$ cat src/hdl/cwd_pkg.sv
// Package with shared constants, types and command structs for the cylinder wall distance block.
package cwd_pkg;
	localparam int unsigned MaxMarchDefault = 65535;
	localparam logic [14:0] RadiusReset = 15'd16900;
	localparam logic [14:0] HalfHeightReset = 15'd18100;
	localparam logic [7:0] CoarseReset = 8'd10;
	localparam logic [7:0] FineReset = 8'd1;
	localparam logic [16:0] OutSat = 17'd65535;
	localparam logic [1:0] RegRadius = 2'd0;
	localparam logic [1:0] RegHalfHeight = 2'd1;
	localparam logic [1:0] RegCoarse = 2'd2;
	localparam logic [1:0] RegFine = 2'd3;

	typedef struct packed {
		logic load;
		logic sqrt_step;
		logic wall_calc;
		logic sample;
		logic sel_fine;
		logic step_coarse;
		logic step_fine;
		logic set_fine_base;
		logic set_nofind;
		logic emit;
	} cwd_cmd_t;

	typedef struct packed {
		logic sqrt_done;
		logic outside;
		logic sample_out;
		logic sample_ready;
		logic t_limit;
	} cwd_stat_t;
endpackage

$ cat src/hdl/cwd_ctrl.sv
// Controller state machine that sequences root, wall distance and the two ray marches.
module cwd_ctrl (
	input  logic               clk,
	input  logic               arst_n,
	input  logic               start,
	output logic               busy,
	output cwd_pkg::cwd_cmd_t  cmd,
	input  cwd_pkg::cwd_stat_t stat
);
	import cwd_pkg::*;

	typedef enum logic [2:0] {
		IDLE, ROOT, WALL, COARSE, COARSE_W, FINE, FINE_W, DONE
	} state_t;

	state_t state_q;
	logic   nofind_q;

	always_comb begin
		cmd = '0;
		cmd.load = (state_q == IDLE) && start;
		cmd.sqrt_step = (state_q == ROOT);
		cmd.wall_calc = (state_q == WALL);
		cmd.sample = (state_q == COARSE) || (state_q == FINE);
		cmd.sel_fine = (state_q == FINE);
		cmd.step_coarse = (state_q == COARSE_W) && stat.sample_ready && !stat.sample_out;
		cmd.set_fine_base = (state_q == COARSE_W) && stat.sample_ready && stat.sample_out;
		cmd.step_fine = (state_q == FINE_W) && stat.sample_ready && !stat.sample_out;
		cmd.set_nofind = nofind_q;
		cmd.emit = (state_q == DONE);
	end

	assign busy = (state_q != IDLE);

	always_ff @(posedge clk or negedge arst_n) begin
		if (!arst_n) begin
			state_q <= IDLE;
			nofind_q <= 1'b0;
		end else begin
			case (state_q)
				IDLE: begin
					nofind_q <= 1'b0;
					if (start) state_q <= ROOT;
				end
				ROOT: if (stat.sqrt_done) state_q <= WALL;
				WALL: state_q <= COARSE;
				COARSE: begin
					if (stat.outside) begin
						state_q <= DONE;
					end else if (stat.t_limit) begin
						nofind_q <= 1'b1;
						state_q <= DONE;
					end else begin
						state_q <= COARSE_W;
					end
				end
				COARSE_W: begin
					if (stat.sample_ready) state_q <= stat.sample_out ? FINE : COARSE;
				end
				FINE: state_q <= FINE_W;
				FINE_W: begin
					if (stat.sample_ready) state_q <= stat.sample_out ? DONE : FINE;
				end
				DONE: state_q <= IDLE;
				default: state_q <= IDLE;
			endcase
		end
	end
endmodule

$ cat config.mk
export PLATFORM = sky130hd
export DESIGN_NAME = cwd_ctrl
export DESIGN_NICKNAME = d
export VERILOG_FILES = /design/src/hdl/cwd_pkg.sv /design/src/hdl/cwd_ctrl.sv
export SDC_FILE = /design/constraint.sdc
export NUM_CORES = 1
export LEC_CHECK = 0
export BUFFER_PORTS_ARGS = -buffer_cell sky130_fd_sc_hd__clkbuf_2
export CAP_MARGIN = 20
export CELL_PAD_IN_SITES_DETAIL_PLACEMENT = 1
export CELL_PAD_IN_SITES_GLOBAL_PLACEMENT = 1
export CORE_AREA = 3 3 40 42
export CTS_BUF_LIST = sky130_fd_sc_hd__clkbuf_4
export DETAILED_ROUTE_END_ITERATION = 8
export DIE_AREA = 0 0 43 45
export PLACE_DENSITY_LB_ADDON = 0.1
export SLEW_MARGIN = 0
export SYNTH_ARGS = -nofsm -noshare
export SYNTH_HDL_FRONTEND = slang
export SYNTH_SLANG_ARGS = --single-unit
$ cat constraint.sdc
create_clock -name clk -period 1.4 [get_ports clk]
set_clock_uncertainty 0.2 [all_clocks]
set_input_delay 0.28 -clock clk [delete_from_list [all_inputs] [get_ports clk]]
set_output_delay 0.28 -clock clk [all_outputs]
set_load 0.05 [all_outputs]
# After elaboration in Yosys (flattened, before gate mapping)
# Cells that the tools add are included.
[classes]
reduce_logical = 13
muxes = 12
eq_ne = 13
[op_table]
columns = ["cell", "n"]
rows = [
  ["case mux 3 bit (8 select lines)", 1],
  ["2-to-1 mux 3 bit", 5],
  ["== test 3 bit, second input constant", 4],
  ["!= test 2 bit, second input constant", 5],
  ["== test 3 x 2 -> 1 bit, second input constant", 2],
  ["logical AND 1 bit", 6],
  ["2-to-1 mux 2 bit", 3],
  ["AND reduction 4 bit", 1],
  ["== test 3 x 1 -> 1 bit, second input constant", 1],
  ["zero test 3 bit", 1],
  ["AND reduction 3 bit", 1],
  ["nonzero test 3 bit", 1],
  ["2-to-1 mux 1 bit", 2],
  ["!= test 2 x 1 -> 1 bit, second input constant", 1],
  ["case mux 1 bit (2 select lines)", 1],
  ["nonzero test 2 bit", 1],
  ["zero test 1 bit", 1],
  ["logical OR 1 bit", 1],
]
[word_totals]
out_inout_bits = 11
register_bits = 4

# Longest topological paths before layout
[depth]
word_depth = 3
depth_mapped = 4
mapped_depth_nobuf = 3

# Worst setup path before layout
# Ideal clock, no wire load.
[synth_path]
path_kind = "flip-flop to output port"
start = "reg state_q[1]"
end = "out cmd[9] in the netlist's numbering"
arrival_ns = 1.740
path_stages_with_launch = 3
required_ns = 0.920
slack_ns = -0.820
path_buffers = 0
cell_sequence = "dfrtp_1 or3_1 nor2_1"
[synth_lines]
columns = ["item", "line_no", "rtl"]
rows = [
  ["start: declaration", "cwd_ctrl.sv:16", "state_t state_q;"],
  ["start signal: assignment", "cwd_ctrl.sv:58", "if (stat.sample_ready) state_q <= stat.sample_out ? FINE : COARSE;"],
  ["start signal: assignment", "cwd_ctrl.sv:62", "if (stat.sample_ready) state_q <= stat.sample_out ? DONE : FINE;"],
  ["end: declaration", "cwd_ctrl.sv:7", "output cwd_pkg::cwd_cmd_t cmd,"],
]

==> results.cfg <==
[run_status]
outcome = finished with violations
violations = setup timing

[synth]
syn-cell-area_um2 = 332.8
synth-seq-cells = 4
synthTopCellsByArea = dfrtp_1 (30%), nor2_1 (11%), buf_4 (9.0%)
ys_seq_area_share_pct = 30.08
synth_cells = 43
yosysMostFrequentCell = nor2_1
yosysWarnings = 0
synth_edf_count = 0
synthDistinctLibCells = 22
async_flop_share_pct = 100.0
avgSynthCellArea_um2 = 7.740
netlist.area_leader.share_pct = 30.08
synth_top_cell_by_area = dfrtp_1
syn_nets = 51
synth_common_cells = nor2_1 (10), buf_4 (4), dfrtp_1 (4), nor3_1 (3), o21ai_0 (3)
synth_ff_type = dfrtp_1

[clock_network]
cts_tree = yes
cts-root-buf = clkbuf_4
path_clk_slew_ns = 0.04
clock_latency_ns = 0.23
clk_path_buf_depth = 2
cts_buffers = 3
h-tree-depth = 1
cts.sinks = 4

[timing]
hold_viol = 0
tightestPinTransition_ns = 0.2781
rsz0062_at_grt = true
setup_violations = 12
fin_hold_ws_ns = 0.1934
finalCritPeriodShare_pct = 129.5
worst_slack_ns = -0.4134
fmax_mhz = 551.4
period_needed_ns = 1.813
slew_viol_final = 0
slew_headroom_pct = 81.54

[critical_path]
worstSetupStartpointType = flip-flop
crit_type = reg -> out
path_max_fanout = 4
end_kind = primary output
crit_arrival_ns = 1.33
critPathRequiredTime_ns = 0.92

[power]
ir_worst_vdd_uv = 1532
powerDensity_nw_per_um2 = 2764
power_leakage_nw = 0.4031

[die]
die-area_um2 = 1935
dieWidth_um = 43
initial_utilization_pct = 25.90
die_h_um = 45
core_area_um2 = 1285
num_rows = 13
ioPinCount = 19

[global_route]
grt_max_degree = 11
grt-ovfl-total = 0
grt_pass1_wl_um = 2063
antenna_found_initial = 0
grtUsageTotal_pct = 14.54
first_global_vias = 465

[place]
hpwl_um = 857.3
port_buffers = 18
place_ws_ns = -0.2638
place.gp.congestion = 0.7198

[cells_and_area]
fill_cells = 127
finish.net_count = 94
syn2layout_area_growth_pct = 161.3
diodes = 0
drive_above_1_share_pct = 73.81

[detailed_routing]
wirelength_um = 1703
ant_nets = 0
first_iter_violations = 3
wl_per_cell_um = 17.20
drtPass1Iterations = 2
drc = 0
via_count = 480
viasPerCell = 4.848

[hold_path]
hold_class = in -> async

[flow_run]
max_cap_viol_count = 0
registers in the layout, indices dropped and copies added, names as in the netlist:
name	cells
state_q	3
nofind_q	1
placed cells by master (no fill, tap or decap), types with 2 or more instances in the layout:
| cell type | n |
|---|---|
| nor2_1 | 4 |
| buf_8 | 7 |
| nor3_4 | 2 |
| clkbuf_4 | 4 |
| buf_4 | 13 |
| nor2_4 | 5 |
| dfrtp_1 | 3 |
| o21ai_0 | 3 |
| clkbuf_2 | 8 |
| buf_6 | 10 |
area by class of cell:
class / count / area [µm²] / share of cell area [%]
inverter: 1 / 3.754 / 0.4317
timing repair buffer: 42 / 417.9 / 48.06
clock buffer: 3 / 22.52 / 2.590
tap: 15 / 18.77 / 2.158
sequential: 4 / 101.3 / 11.65
multi-input combinational: 34 / 305.3 / 35.11
worst max-delay path: stages (launching register included):
cell	delay, ns
dfrtp_1	0.41
or3_4	0.41
nor2_4	0.12
buf_8	0.16
repair_timing:
action	4_1_cts	5_1_grt
setup buffers	2	9
gates cloned	0	0
resized for setup	21	25
hold buffers	1	0
endpoints found under the hold margin	4	0
endpoints found under the setup margin	13	13
pin swaps	5	10
power breakdown:
part | total [W] | internal [W] | switching (W)
combinational | 0.00201 | 0.000984 | 0.00103
clock | 0.000142 | 0.0000958 | 0.0000458
sequential | 0.000248 | 0.000182 | 0.0000667
metal layers:
layer	track usage (%)	part of all wire, %	up-vias
met3	1.594	3.0	0
met1	17.27	39	237
met2	26.95	58	11
li1	-	-	232
met4	5.422	0	0
met5	0	0	-
logic make-up (layout without fill, tap and decap cells):
family | count (synthesis) | count (layout) | share of synthesized area (%)
simple gates | 26 | 26 | 42.11
compound gates | 6 | 6 | 11.65
buf+inv | 5 | 46 | 10.15
flops | 4 | 4 | 30.08
xor+xnor | 1 | 1 | 2.632
mux | 1 | 1 | 3.383
through the flow:
stage,power (W),setup TNS (ns),area [µm²],utilization [%],cells
after floorplan,0.001223,-1.115,401.6,-,43
after global routing,0.002542,-4.203,869.6,67.67,99
after global placement,0.001570,-1.960,585.6,45.57,85
after detailed placement,0.001582,-2.060,585.6,45.57,85
after CTS,0.001909,-3.636,720.7,56.09,90
final,0.002403,-3.519,869.6,67.67,99
worst paths after layout:
check	startpoint	cells after the start	end	slack (ns)
setup / recovery	state_q[0]	3	cmd[9]	-0.41
hold / removal	arst_n	2	state_q[0]	0.19
setup reg to reg	state_q[0]	4	state_q[2]	-0.07
hold reg to reg	nofind_q	2	nofind_q	0.36
max in group asynchronous	arst_n	2	state_q[2]	0.67
min in group clk	stat[4]	3	state_q[0]	0.19
Note: power is estimated with default switching activity, not from simulation.
